==> config.mk <==
export PLATFORM = sky130hd
export DESIGN_NAME = sbr_lane
export DESIGN_NICKNAME = d
export VERILOG_FILES = /design/src/rtl/sbr_pkg.sv /design/src/rtl/sbr_lane.sv
export SDC_FILE = /design/constraint.sdc
export NUM_CORES = 2
export LEC_CHECK = 0
export BUFFER_PORTS_ARGS = -buffer_cell sky130_fd_sc_hd__buf_2
export CAP_MARGIN = 20
export CORE_ASPECT_RATIO = 0.7
export CORE_MARGIN = 5
export CORE_UTILIZATION = 60
export CTS_CLUSTER_SIZE = 10
export DETAILED_ROUTE_END_ITERATION = 12
export PLACE_DENSITY = 0.81
export SYNTH_ARGS = -nofsm -noshare
export SYNTH_HDL_FRONTEND = slang
export SYNTH_SLANG_ARGS = --single-unit
==> constraint.sdc <==
create_clock -name clk -period 8.29 [get_ports clk]
set_input_delay 2.0725 -clock clk [delete_from_list [all_inputs] [get_ports clk]]
set_output_delay 2.0725 -clock clk [all_outputs]
set_load 0.05 [all_outputs]
==> src/rtl/sbr_pkg.sv <==
// ----------------------------------------------------------------------------
// sbr_pkg
// Shared types and constants of the separable bilinear resampler.
// ----------------------------------------------------------------------------
package sbr_pkg;

  // fixed point and field widths
  localparam int FRAC_BITS = 16;
  localparam int STEP_W    = 24;
  localparam int COORD_W   = 10;
  localparam int POS_W     = COORD_W + STEP_W;
  localparam int IDX_W     = 8;
  localparam int BANK_AW   = 2 * (IDX_W - 1);
  localparam int BANK_DEPTH = 1 << BANK_AW;
  localparam int CH_W      = 8;
  localparam int PIX_W     = 3 * CH_W;
  localparam int SRC_CFG_W = 9;
  localparam int TGT_CFG_W = 11;
  localparam int CFG_DATA_W = TGT_CFG_W;

  localparam logic [SRC_CFG_W-1:0] MAX_SRC = 9'd256;
  localparam logic [TGT_CFG_W-1:0] MAX_TGT = 11'd1024;
  localparam logic [STEP_W-1:0]    FIX_ONE = STEP_W'(1) << FRAC_BITS;

  // configuration register indexes
  typedef enum logic [1:0] {
    REG_SOURCE_WIDTH  = 2'd0,
    REG_SOURCE_HEIGHT = 2'd1,
    REG_TARGET_WIDTH  = 2'd2,
    REG_TARGET_HEIGHT = 2'd3
  } cfg_reg_t;

  // request kinds
  localparam logic REQ_WRITE = 1'b0;
  localparam logic REQ_READ  = 1'b1;

  // per-lane stage enables
  typedef struct packed {
    logic h_en;
  } lane_ctl_t;

endpackage

==> src/rtl/sbr_lane.sv <==
// ----------------------------------------------------------------------------
// sbr_lane
// One color channel: horizontal blend of both rows, then vertical blend.
// ----------------------------------------------------------------------------
module sbr_lane
  import sbr_pkg::*;
(
  input  logic                 clk,
  input  lane_ctl_t            ctl,
  input  logic [CH_W-1:0]      top_a,
  input  logic [CH_W-1:0]      top_b,
  input  logic [CH_W-1:0]      bot_a,
  input  logic [CH_W-1:0]      bot_b,
  input  logic [FRAC_BITS-1:0] fx,
  input  logic [FRAC_BITS-1:0] fy,
  output logic [CH_W-1:0]      pix
);

  localparam int SUM_W = CH_W + FRAC_BITS + 1;

  logic [FRAC_BITS:0]     wx0, wy0;
  logic [SUM_W-1:0]       sum_top, sum_bot, sum_v;
  logic [CH_W-1:0]        top_r, bot_r;
  logic [FRAC_BITS-1:0]   fy_r;

  // horizontal blend of both rows
  always_comb begin
    wx0     = (FRAC_BITS+1)'(1) << FRAC_BITS;
    wx0     = wx0 - {1'b0, fx};
    sum_top = SUM_W'(top_a) * SUM_W'(wx0) + SUM_W'(top_b) * SUM_W'(fx);
    sum_bot = SUM_W'(bot_a) * SUM_W'(wx0) + SUM_W'(bot_b) * SUM_W'(fx);
  end

  always_ff @(posedge clk) begin
    if (ctl.h_en) begin
      top_r <= sum_top[FRAC_BITS +: CH_W];
      bot_r <= sum_bot[FRAC_BITS +: CH_W];
      fy_r  <= fy;
    end
  end

  // vertical blend
  always_comb begin
    wy0   = (FRAC_BITS+1)'(1) << FRAC_BITS;
    wy0   = wy0 - {1'b0, fy_r};
    sum_v = SUM_W'(top_r) * SUM_W'(wy0) + SUM_W'(bot_r) * SUM_W'(fy_r);
    pix   = sum_v[FRAC_BITS +: CH_W];
  end

endmodule
# Word level (Yosys, flattened, before mapping)
# Cells that the tools add are included.
# word_totals
out_inout_bits	8
wordCells	14
input_bits	66
reg_bits	32
# op_classes
mul	6
addsub	5
# op_table
op	count
$add A24 B24 Y24	3
$mul A8 B16 Y24	3
$mul A8 B17 Y24	3
$sub A17 B16 Y17 const A	2

# Longest topological paths before layout
# logic_depth
ltp_word	3
depth_mapped	28
depth_no_buf	27

# Least setup slack after synthesis
# No wires, ideal clock.
# synth_timing
kind	reg-to-output
from	reg fy_r[4]
to	out pix[7]
t_required_ps	6218
slack_ps	-930
n_path_buf	1
t_arrival_ps	7147
stages_incl_launch_ff	26
cell_sequence	edfxtp_1 clkbuf_1 or3_1 nor3_1 nand2b_1 nor2b_1 nand2_1 xor2_1 nand2_1 fa_1 fa_1 inv_1 fa_1 fa_1 fa_1 inv_1 fa_1 inv_1 ha_1 a21oi_1 a21oi_1 a211oi_1 a31oi_1 a21oi_1 o21bai_1 xnor2_1
# synth_between
elab_chain_len	3
elab_cells_between_ends	4
classes_between	2 x add/sub; 2 x mul
# synth_lines
element	line	text
start, declared	sbr_lane.sv:24	logic [FRAC_BITS-1:0] fy_r;
start signal, assigned	sbr_lane.sv:38	fy_r <= fy;
$sub A17 B16 Y17	sbr_lane.sv:45	wy0 = wy0 - {1'b0, fy_r};
$mul A8 B17 Y24	sbr_lane.sv:46	sum_v = SUM_W'(top_r) * SUM_W'(wy0) + SUM_W'(bot_r) * SUM_W'(fy_r);
$add A24 B24 Y24 *	sbr_lane.sv:46	
end, declared	sbr_lane.sv:16	output logic [CH_W-1:0] pix
# Every way passes the cells marked *; elsewhere a longest branch is shown, timed or not.

# Worst setup path after layout
# layout_timing
from	reg fy_r[3]
to	out pix[7]
# The elaborated chain is that of the path after synthesis.

==> results.yml <==
run_status:
  status: "finished, violations left"
  violations: "negative setup slack"
layout:
  nets: 3910
  fin_cells: 3558
  layout-drive-gt1-share_pct: 17.2
  multi_input_area_um2: 22500
  area_growth_pct: 16.8
  regArea_um2: 961
  nFillCells: 2816
  utilization_pct: 70.4
sta:
  min_period_over_period_pct: 111
  tightest_slew_ns: 0.885
  rsz0062_at_grt: "true"
  setup-violations-final: 18
  final-max-slew-violation-count: 0
  layout_setup_ws_ns: -0.909
  fmax_mhz: 109
  slew-limit-headroom_pct: 41.0
  min_period_ns: 9.20
  tns_ns: -7.09
  hold_viol_final: 0
  holdWs_ns: 1.94
critical_path:
  worstPathArrival_ns: 7.13
  cp_common_cell: "fa_1"
  crit_path_end_kind: "primary output"
  path_class: "reg2out"
  cp_slowest_cell: "fa_1"
  critPathRequiredTime_ns: 6.22
  worst_path_largest_cell_delay_ns: 0.54
  start_kind: "flip-flop"
  path_max_fanout: 5
logic_synthesis:
  ys_types: 56
  synthCells: 2796
  postSynth.asyncResetShare_pct: 0
  ys_ff_latch: 32
  synth-edff-count: 32
  yosysSeqAreaShare_pct: 3.80
  synth_nets: 3704
  syn_avg_cell_area_um2: 9.05
  yosys_warnings: 0
  synth_ff_type: "edfxtp_1"
  synth_area_um2: 25300
clock_tree:
  cts_sinks: 32
  hold_buffers: 0
  cts_root_buf: "clkbuf_16"
  cts_buffer_depth: 2
  cts_tree: "done"
  cts_made_buffers: 5
  h-tree-depth: 2
  path_clk_slew_ns: 0.07
routing:
  routed_via_density: 5.46
  routed_wl_um: 66700
  via_count: 19400
  antenna_left: 0
  drt_first_pass_iters: 6
  drt-initial-drc-count: 1830
  drc_errors: 0
  avgRoutedWirePerCell_um: 18.7
global_route:
  grt_pass1_vias: 21600
  overflow: 0
  antenna_found_initial: 4
  grtUsageTotal_pct: 28.9
  grt_max_degree: 33
  grt_pass1_wl_um: 109000
floorplanning:
  row_count: 63
  io_pins: 74
  start_util_pct: 60.3
  die_h_um: 182
  dieArea_um2: 46500
  coreArea_um2: 42000
  die_w_um: 256
place:
  dpl.hpwl_um: 53900
  gp_congestion: 0.944
  io_buffers: 73
  place_inst: 3492
worst_hold_path:
  holdCritPathClass: "in2reg"
flow_run:
  max_cap_viol_count: 0
cell usage after synthesis, types with 3 or more instances:
cell type	n	area [um^2]
a21oi_1	32	160
ha_1	206	2580
nor3b_1	3	22.5
nor2_1	21	78.8
inv_1	741	2780
nand3_1	8	40.0
edfxtp_1	32	961
nand2b_1	6	37.5
a31oi_1	6	37.5
nand4_1	12	75.1
or3_1	4	25.0
xnor2_1	49	429
nor4_1	4	25.0
buf_1	5	18.8
a21o_1	11	82.6
clkbuf_1	110	413
fa_1	636	12700
and2_1	400	2500
xor2_1	19	166
nor2b_1	5	31.3
a211o_1	4	35.0
o21ai_0	17	85.1
nand2_1	407	1530
buf_2	3	15.0
nor3_1	11	55.1
and3_1	4	25.0
sequential cells by signal, indices dropped and copies added (netlist names):
| name | count |
|---|---|
| fy_r | 16 |
| top_r | 8 |
| bot_r | 8 |
placed cells by master (no fill, tap or decap), types with 5 or more instances in the layout:
master       n
and2_4      10
xor2_1       9
buf_2       63
nand2b_1     5
nand2_2     10
buf_12       9
nand3_1      6
o21ai_1      9
nor3_2       5
a21oi_4      7
inv_1      720
fa_1       622
a21oi_1     13
buf_4      203
xnor2_2     10
buf_6       38
inv_2       19
fa_2        14
xnor2_4     13
ha_1       182
xor2_2       7
nor3_4       5
xnor2_1     29
nor2_1      14
a21oi_2     12
nand4_1     12
clkbuf_16    7
edfxtp_1    32
nand2_1    393
ha_4        23
o21ai_0      5
and2_1     390
a21o_1      11
critical path: cells and delay by family, from the launching register on:
family	cells	cell delay, ns
adder cells (fa/ha/maj)	7	3.22
AND/OR/NAND/NOR	5	1.10
AO/OA/AOI/OAI	6	0.93
buffers and inverters	8	0.86
flip-flops	1	0.42
XOR/XNOR	2	0.30
cells by family after synthesis:
family                   synth area share, %
AO/OA/AOI/OAI                           2.50
flip-flops                              3.80
XOR/XNOR                                2.48
buffers and inverters                   12.8
AND/OR/NAND/NOR                         18.0
multiplexers                          0.0395
adder cells (fa/ha/maj)                 60.5
path summary, 6_finish.rpt:
check | start | cells past startpoint | slack, ns | end
max | fy_r[3]$_DFFE_PP_ | 28 | -0.91 | pix[7]
min | fy[14] | 1 | 1.94 | fy_r[14]$_DFFE_PP_
per-stage QoR:
step,worst slack [ns],instance area [um^2]
finish,-0.909,29600
global route,-1.14,29600
CTS,-0.806,28800
detailed placement,-0.839,28000
global placement,-0.571,28000
floorplan,-0.222,26000
layer usage:
layer	GRT usage, %	wire [um]	vias to the layer above
met2	47.1	31500	1033
li1	-	-	8427
met5	0	0	-
met4	5.37	1400	0
met3	8.60	7940	134
met1	39.5	25900	9839
cell type report:
cell class | instances | area share [%]
sequential | 32 | 3.25
clock buffer | 5 | 0.423
inverter | 741 | 9.42
clock inverter | 3 | 0.0635
timing repair buffer | 315 | 8.44
tap | 552 | 2.34
antenna | 3 | 0.0254
multi-input combinational | 1907 | 76.0
what timing repair did:
item | CTS | global route
gates cloned | 2 | 2
pin swaps | 43 | 78
gates resized for setup | 100 | 102
setup endpoints to repair | 19 | 23
buffers inserted | 23 | 33
Power is not shown: default switching activity piles up to over one toggle a cycle in this logic, so the estimate is an artifact.
