===== src/rtl/sbr_pkg.sv =====
// ----------------------------------------------------------------------------
// sbr_pkg
// Shared types and constants of the separable bilinear resampler.
// ----------------------------------------------------------------------------
package sbr_pkg;

  // fixed point and field widths
  localparam int FRAC_BITS = 16;
  localparam int STEP_W    = 24;
  localparam int COORD_W   = 10;
  localparam int POS_W     = COORD_W + STEP_W;
  localparam int IDX_W     = 8;
  localparam int BANK_AW   = 2 * (IDX_W - 1);
  localparam int BANK_DEPTH = 1 << BANK_AW;
  localparam int CH_W      = 8;
  localparam int PIX_W     = 3 * CH_W;
  localparam int SRC_CFG_W = 9;
  localparam int TGT_CFG_W = 11;
  localparam int CFG_DATA_W = TGT_CFG_W;

  localparam logic [SRC_CFG_W-1:0] MAX_SRC = 9'd256;
  localparam logic [TGT_CFG_W-1:0] MAX_TGT = 11'd1024;
  localparam logic [STEP_W-1:0]    FIX_ONE = STEP_W'(1) << FRAC_BITS;

  // configuration register indexes
  typedef enum logic [1:0] {
    REG_SOURCE_WIDTH  = 2'd0,
    REG_SOURCE_HEIGHT = 2'd1,
    REG_TARGET_WIDTH  = 2'd2,
    REG_TARGET_HEIGHT = 2'd3
  } cfg_reg_t;

  // request kinds
  localparam logic REQ_WRITE = 1'b0;
  localparam logic REQ_READ  = 1'b1;

  // per-lane stage enables
  typedef struct packed {
    logic h_en;
  } lane_ctl_t;

endpackage


===== src/rtl/sbr_step_div.sv =====
// ----------------------------------------------------------------------------
// sbr_step_div
// Restoring divider, one quotient bit per cycle, for the scale step.
// ----------------------------------------------------------------------------
module sbr_step_div
  import sbr_pkg::*;
(
  input  logic              clk,
  input  logic              rst,
  input  logic              start,
  input  logic [STEP_W-1:0] dividend,
  input  logic [9:0]        divisor,
  output logic [STEP_W-1:0] quotient,
  output logic              busy
);

  localparam logic [4:0] LAST = 5'(STEP_W - 1);

  logic [4:0]        cnt;
  logic [9:0]        rem;
  logic [STEP_W-1:0] quo;
  logic [10:0]       trial;
  logic [10:0]       diff;
  logic              qbit;
  logic [9:0]        rem_next;

  // trial subtract
  always_comb begin
    trial    = {rem, quo[STEP_W-1]};
    diff     = trial - {1'b0, divisor};
    qbit     = (trial >= {1'b0, divisor});
    rem_next = qbit ? diff[9:0] : trial[9:0];
  end

  // control
  always_ff @(posedge clk) begin
    if (rst) begin
      busy <= 1'b0;
      cnt  <= '0;
    end else if (start) begin
      busy <= 1'b1;
      cnt  <= '0;
    end else if (busy) begin
      cnt <= cnt + 5'd1;
      if (cnt == LAST) busy <= 1'b0;
    end
  end

  // datapath
  always_ff @(posedge clk) begin
    if (start) begin
      rem <= '0;
      quo <= dividend;
    end else if (busy) begin
      rem <= rem_next;
      quo <= {quo[STEP_W-2:0], qbit};
    end
  end

  assign quotient = quo;

endmodule


===== config.mk =====
export PLATFORM = sky130hd
export DESIGN_NAME = sbr_step_div
export DESIGN_NICKNAME = d
export VERILOG_FILES = /design/src/rtl/sbr_pkg.sv /design/src/rtl/sbr_step_div.sv
export SDC_FILE = /design/constraint.sdc
export NUM_CORES = 1
export LEC_CHECK = 0
export BUFFER_PORTS_ARGS = -buffer_cell sky130_fd_sc_hd__buf_2
export CORE_MARGIN = 2
export CORE_UTILIZATION = 48
export CTS_CLUSTER_SIZE = 30
export DETAILED_ROUTE_END_ITERATION = 6
export PLACE_DENSITY_LB_ADDON = 0.3
export SYNTH_ARGS = -nofsm -noshare
export SYNTH_HDL_FRONTEND = slang
export SYNTH_SLANG_ARGS = --single-unit

===== constraint.sdc =====
create_clock -name clk -period 3.2 [get_ports clk]
set_input_delay 0.16 -clock clk [delete_from_list [all_inputs] [get_ports clk]]
set_output_delay 0.16 -clock clk [all_outputs]
set_load 0.01 [all_outputs]

# After elaboration in Yosys (flattened, before gate mapping)
# Cells that the tools add are included.
dict set report totals {
  elab_cells 16
  ff_bits 40
  in_bits 37
  out_inout_bits 25
}
dict set report op_classes {
  reduce_logical 2
  n_lt_le_gt_ge 1
  n_mux 6
  add_sub_neg 2
  n_eq_ne 1
}
# op count
set ops {}
lappend ops {{24-bit 2-to-1 mux} 2}
lappend ops {{11-bit by 10-bit >= comparator with 1-bit output} 1}
lappend ops {{10-bit 2-to-1 mux} 1}
lappend ops {{10-bit subtractor} 1}
lappend ops {{5-bit by 1-bit adder with 5-bit output (second input constant)} 1}
lappend ops {{5-bit equality test (second input constant)} 1}
lappend ops {{1-bit 2-to-1 mux} 3}
lappend ops {{2-bit nonzero test} 1}
lappend ops {{2-bit OR reduction} 1}

# Longest topological paths before layout
# Gate-level depths: netlist of run 1.
dict set report depth {
  depth_word 4
  depth_mapped 10
  depth_no_buf 10
}

# Worst setup path before layout of run 1
# OpenSTA, ideal clock, no wires.
dict set report synth_path {
  path_type {register -> register}
  from {register quo[23] (netlist: quotient[23])}
  to {register rem[8]}
  slack_ps 953
  required_time_ps 3109
  period_less_slack_ps 2247
  arrival_ps 2156
  path_buffers 0
  stages_incl_launch_ff 11
  setup_time_ps 91
  cell_sequence {edfxtp_1 > inv_1 > ha_1 > inv_1 > fa_1 > a211oi_1 > nor2_1 > o41ai_1 > xnor2_1 > nand2_1 > a311oi_1}
}
dict set report synth_between {
  elab_chain_len 2
  elab_cells_between_ends 3
  cone_classes {add/sub (1); order compare (1); mux (1)}
}
# element line_no
set synth_rtl {}
lappend synth_rtl {{start: declaration} sbr_step_div.sv:21} ;# logic [STEP_W-1:0] quo;
lappend synth_rtl {{start signal: assignment} sbr_step_div.sv:53} ;# quo <= dividend;
lappend synth_rtl {{start signal: assignment} sbr_step_div.sv:56} ;# quo <= {quo[STEP_W-2:0], qbit};
lappend synth_rtl {{10-bit subtractor / 11-bit by 10-bit >= comparator with 1-bit output (equally long branches)} {sbr_step_div.sv:30, sbr_step_div.sv:31}}
lappend synth_rtl {{10-bit 2-to-1 mux *} sbr_step_div.sv:32} ;# rem_next = qbit ? diff[9:0] : trial[9:0];
lappend synth_rtl {{end signal: assignment} sbr_step_div.sv:55} ;# rem <= rem_next;
lappend synth_rtl {{end: declaration} sbr_step_div.sv:20} ;# logic [9:0] rem;
# Every way passes the cells marked *; elsewhere a longest branch is shown, timed or not.
# A chain may end at the register's enable or synchronous reset.

# Final worst setup path of run 1
# Same ends and word-level chain as after synthesis.

==> flow_summary_export.csv, run 1 <==
group,metric,value,unit
worst_setup_path,crit_arrival,2570,ps
worst_setup_path,cpPeakStageDelay,410,ps
floorplanning,die_w,72.1,µm
floorplanning,dieHeight,72.1,µm
cts,cts_setup_buffers,0,
routing,drt-initial-drc-count,142,
floorplanning,core,4410,µm²
routing,viasPerCell,5.38,
global_route,overflow,0,
synthesis,syn-mean-instance-area,11.3,µm²
finish,fill_cells,379,
worst_setup_path,cp.depth,10,
placed_design,detailedPlacementHpwl,3.09,mm
sta,slew_headroom,63.3,%
floorplanning,dieArea,5200,µm²
placed_design,routabilityCongestion,0.808,
worst_setup_path,crit_top_cell,"inv_1",
cts,clock_latency,290,ps
sta,fmax,0.424,GHz
worst_setup_path,r2r_slack,840,ps
cts,cts_buffer_depth,2,
synthesis,synth.yosys.seq_area_share,46.8,%
sta,setup_viol,0,
routing,drcViolationCount,0,
global_route,grt_usage,17.6,%
routing,vias,1674,
floorplanning,num_rows,24,
worst_setup_path,cp-end-kind,"flip-flop",
finish,area_delta_synth_final,19.4,%
synthesis,synth_cell_type_count,46,
worst_setup_path,critical_path.max_fanout,3,
routing,wl,4.30,mm
global_route,grt_pass1_vias,1620,
synthesis,ys.flop_type,"edfxtp_1",
sta,setup_tns,0,ps
worst_setup_path,crit_path_cell_trace,"inv_1, ha_1, inv_1, fa_1, a211oi_1, nor2_1, o41ai_1, xnor2_1, nand2_1, a311oi_1",
worst_setup_path,crit_type,"reg2reg",
worst_setup_path,cp_top_family,"compound AO/OA/AOI/OAI gates",
worst_setup_path,cp.required,3410,ps
cts,cts_tree,"done",
cts,cts_root_buf,"clkbuf_8",
worst_hold_path,hp-class,"in2reg",
floorplanning,io_pins,62,
finish,drive_gt1_share,42.5,%
synthesis,syn_area,2230,µm²
cts,clk_pin_slew,80,ps
pwr,peakVddDrop,0.298,mV
cts,cts_hold_buf,0,
outcome,status,"finished clean",
pwr,p_leak,1.14,nW
pwr,p_per_area,472,nW/µm²
sta,finalHoldViolations,0,
sta,skew,3.01,ps
routing,first_pass_iters,4,
routing,routedWlPerCell,13.8,µm
worst_setup_path,reg2reg_depth,10,
cts,cts_buffers,5,
global_route,grt_pass1_wl,7.16,mm
global_route,grt_max_degree,32,
synthesis,async_flop_share,0,%
synthesis,ys_ff_latch,40,
sta,worst_slew_pin_slew,550,ps
synthesis,syn-num-nets,246,
sta,finalCriticalPeriod,2360,ps
placed_design,port_buffers,61,
global_route,antenna_found_initial,0,
sta,worst_hold_slack,108,ps
finish,antenna_cells,0,
worst_setup_path,worstSetupStartpointType,"flip-flop",
worst_setup_path,cp_slowest_cell,"fa_1",
floorplanning,start_util,50.4,%
cts,clock-sinks,40,
cts,cts_resized,0,
finish,fin_nets,307,
sta,rsz0062_at_grt,"false",
cts,cts.htree.levels,2,
synthesis,synthCells,197,
flow_run,cap_viol_max_count,0,
synthesis,synth-edff-count,24,
sta,fin_crit_sh,73.7,%
worst_hold_path,whs_path_depth,2,
worst_setup_path,path_buf_inv,2,
synthesis,ys_warn_count,0,
sta,final_max_slew_viol_count,0,
routing,ant_nets,0,
-- synth_stat cells (2+ instances only) --
library cell / n / area (µm²)
nor2_1: 15 / 56.3
clkbuf_1: 7 / 26.3
a311oi_1: 4 / 35.0
nor3_1: 6 / 30.0
a211oi_1: 6 / 45.0
a21o_2: 2 / 17.5
a21oi_1: 6 / 30.0
edfxtp_1: 24 / 721
a31o_2: 2 / 17.5
o22ai_1: 3 / 18.8
mux2_2: 25 / 282
a31oi_1: 2 / 12.5
ha_1: 11 / 138
nand2_1: 12 / 45.0
nand3_1: 2 / 10.0
inv_1: 11 / 41.3
nand4_1: 3 / 18.8
xor2_1: 7 / 61.3
dfxtp_1: 16 / 320
o21ai_0: 2 / 10.0
nor2b_1: 3 / 18.8
xnor2_1: 4 / 35.0
-- where the power goes --
group	internal, mW	total (mW)	switching (mW)
registers	0.600	0.626	0.0255
logic	0.140	0.294	0.154
clock network	0.152	0.334	0.182
-- final cells by class --
| type | instances | area [µm²] | area share [%] |
|---|---|---|---|
| clock inverter | 3 | 18.8 | 0.706 |
| tap | 52 | 65.1 | 2.45 |
| multi-input combinational | 137 | 1100 | 41.5 |
| inverter | 11 | 41.3 | 1.55 |
| sequential | 40 | 1040 | 39.2 |
| timing repair buffer | 63 | 320 | 12.1 |
| clock buffer | 5 | 68.8 | 2.59 |
-- registers in the layout (all words and copies together), names as in the netlist --
register and count:
quotient 24, rem 10, cnt 5, busy 1
-- cells by family after synthesis --
kind of cell,share of synthesized area (%)
multiplexers,13.1
AO/OA/AOI/OAI,13.6
buffers and inverters,3.71
flip-flops,46.8
AND/OR/NAND/NOR,11.4
XOR/XNOR,4.33
adder cells (fa/ha/maj),7.08
-- placed cells by master, fill, tap and decap left out, types with 2 or more instances in the layout --
master	netlist	layout
a211oi_1	6	6
a21o_2	2	2
a21oi_1	6	6
a311oi_1	4	4
a31o_2	2	2
a31oi_1	2	2
buf_2	0	61
buf_4	0	2
clkbuf_8	0	5
clkinv_2	0	2
dfxtp_1	16	16
edfxtp_1	24	24
ha_1	11	11
inv_1	11	11
mux2_2	25	25
nand2_1	12	12
nand3_1	2	2
nand4_1	3	3
nor2_1	15	15
nor2b_1	3	3
nor3_1	6	6
o21ai_0	2	2
o22ai_1	3	3
xnor2_1	4	4
xor2_1	7	7
-- metrics by stage --
step	cell area (µm²)	total power [mW]	util (%)	std cells	setup WS (ps)
floorplan	2230	0.842	-	197	953
global placement	2570	0.928	58.2	303	919
detailed placement	2570	0.930	58.2	303	839
CTS	2660	1.26	60.2	311	838
global route	2660	1.32	60.2	311	517
finish	2660	1.25	60.2	311	842
-- layer usage --
layer  track usage [%]  share of wire, %  vias to the layer above
met5                 0                 0                        -
met4              5.66               1.2                        0
met3              4.86               6.8                        4
met2              27.3                45                       55
met1              23.8                47                      760
li1                  -                 -                      855
-- path summary, 6_finish.rpt --
path | from | endpoint
hold reg to reg | rem[5] | rem[5]
setup / recovery | quotient[23] | rem[8]
setup reg to reg | quotient[23] | rem[8]
hold / removal | rst | cnt[0]
Power figures use the tool's default switching activity.
==> run 2, diff against run 1 <==
==> constraint.sdc (replaced) <==
create_clock -name clk -period 2.2 [get_ports clk]
set_input_delay 0.11 -clock clk [delete_from_list [all_inputs] [get_ports clk]]
set_output_delay 0.11 -clock clk [all_outputs]
set_load 0.01 [all_outputs]
==> run 2 against run 1 <==
  * Combinational power is 60% higher
  * Wire length is 6.8% higher
  * Sequential power is 47% higher
  * Largest power group unchanged
  * Register-to-register slack worse by 810 ps
  * Highest routed layer unchanged
==> flow_summary_export.csv, run 2 (synthesis results as in run 1) <==
group,metric,value,unit
floorplanning,die_w,72.1,µm
worst_setup_path,critical_path.max_fanout,2,
placed_design,routabilityCongestion,0.784,
placed_design,post_dp_cell_area,2620,µm²
pwr,p_per_area,669,nW/µm²
cts,clock-sinks,40,
worst_setup_path,worstSetupStartpointType,"flip-flop",
floorplanning,dieHeight,72.1,µm
global_route,overflow,0,
sta,slew_headroom,62.8,%
finish,largest_register_ffs,24,
finish,final_cell_mix,"buf_2 (61), mux2_2 (25), edfxtp_1 (24)",
cts,clock_latency,290,ps
worst_setup_path,r2r_slack,30,ps
global_route,grt_max_degree,29,
global_route,grt_pass1_vias,1629,
sta,skew,3.42,ps
worst_setup_path,crit_arrival,2370,ps
pwr,peakVddDrop,0.484,mV
worst_setup_path,cp_slowest_cell,"edfxtp_1",
floorplanning,start_util,50.4,%
worst_setup_path,cp_top_family,"compound AO/OA/AOI/OAI gates",
global_route,grt_usage,18.0,%
sta,fin_crit_sh,98.6,%
routing,drcViolationCount,0,
routing,wl,4.59,mm
sta,final_max_slew_viol_count,0,
routing,routedWlPerCell,14.4,µm
sta,worst_hold_slack,72.7,ps
pwr,p_leak,1.18,nW
global_route,antenna_found_initial,0,
finish,area_delta_synth_final,23.9,%
worst_setup_path,cp-end-kind,"flip-flop",
finish,final_util,62.5,%
worst_setup_path,cp.required,2400,ps
outcome,status,"finished clean",
floorplanning,dieArea,5200,µm²
sta,fmax,0.461,GHz
cts,cts_hold_buf,0,
finish,drive_gt1_share,46.8,%
sta,setup_viol,0,
cts,clk_pin_slew,70,ps
routing,first_pass_iters,4,
floorplanning,num_rows,24,
finish,layout_commonest_cell,"buf_2",
cts,cts.htree.levels,2,
sta,worst_slew_pin_slew,557,ps
floorplanning,core,4410,µm²
cts,cts_buffer_depth,2,
sta,finalHoldViolations,0,
worst_setup_path,crit_path_cell_trace,"inv_2, ha_1, inv_1, fa_2, a211oi_2, nor2_1, o41ai_2, xnor2_1, nand2_1, a311oi_1",
sta,finalCriticalPeriod,2170,ps
routing,viasPerCell,5.36,
cts,cts_tree,"done",
worst_setup_path,crit_type,"reg2reg",
worst_setup_path,cpPeakStageDelay,400,ps
pwr,p_total,1.85,mW
routing,drt-initial-drc-count,102,
finish,final_area,2760,µm²
finish,fin_nets,315,
placed_design,placed_cells,309,
worst_setup_path,path_buf_inv,2,
placed_design,detailedPlacementHpwl,3.41,mm
sta,rsz0062_at_grt,"true",
finish,final_cells,319,
cts,cts_buffers,5,
floorplanning,io_pins,62,
finish,antenna_cells,0,
global_route,grt_pass1_wl,7.30,mm
routing,vias,1711,
routing,ant_nets,0,
placed_design,port_buffers,61,
flow_run,cap_viol_max_count,0,
worst_hold_path,hp-class,"in2reg",
cts,cts_root_buf,"clkbuf_8",
-- run 2: area by class of cell --
| type | instances | area [µm²] |
|---|---|---|
| Clock inverter | 3 | 13.8 |
| Timing Repair Buffer | 71 | 380 |
| Clock buffer | 5 | 68.8 |
| Sequential cell | 40 | 1040 |
| Inverter | 11 | 41.3 |
| Tap cell | 52 | 65.1 |
| Multi-Input combinational cell | 137 | 1150 |
| Fill cell | 368 | 1660 |
-- run 2: report_power, final --
part	switching, mW	internal [mW]	leakage, nW	total (mW)
Clock	0.242	0.215	0.0453	0.458
Sequential	0.0444	0.874	0.373	0.918
Combinational	0.237	0.233	0.762	0.470
Total	0.524	1.32	1.18	1.85
-- run 2: per-stage QoR --
stage | setup WS (ps) | setup TNS [ps]
final | 29.9 | 0
after global routing | -73.1 | -152
after CTS | 34.5 | 0
after detailed placement | -95.6 | -183
after global placement | 25.9 | 0
after floorplan | 17.6 | 0
-- run 2: per-layer routing --
| layer | part of all wire [%] | wire, µm | global-route usage (%) |
|---|---|---|---|
| met5 | 0 | 0 | 0 |
| met4 | 0.83 | 38 | 4.40 |
| met3 | 5.5 | 251 | 4.44 |
| met2 | 48 | 2220 | 29.1 |
| met1 | 45 | 2090 | 24.6 |
-- run 2: worst paths after layout --
check                                   from     end  depth (start not counted)
worst max register to register  quotient[23]  rem[8]                         10
worst min-delay path                     rst    busy                          2
worst max-delay path            quotient[23]  rem[8]                         10
worst min register to register        rem[7]  rem[8]                          2
-- run 2: what timing repair did --
item / CTS / global route
buffers inserted: 0 / 2
gates resized for setup: 2 / 6
endpoints found under the setup margin: 3 / 6
pin swaps: 1 / 1
hold endpoints to repair: 0 / 0
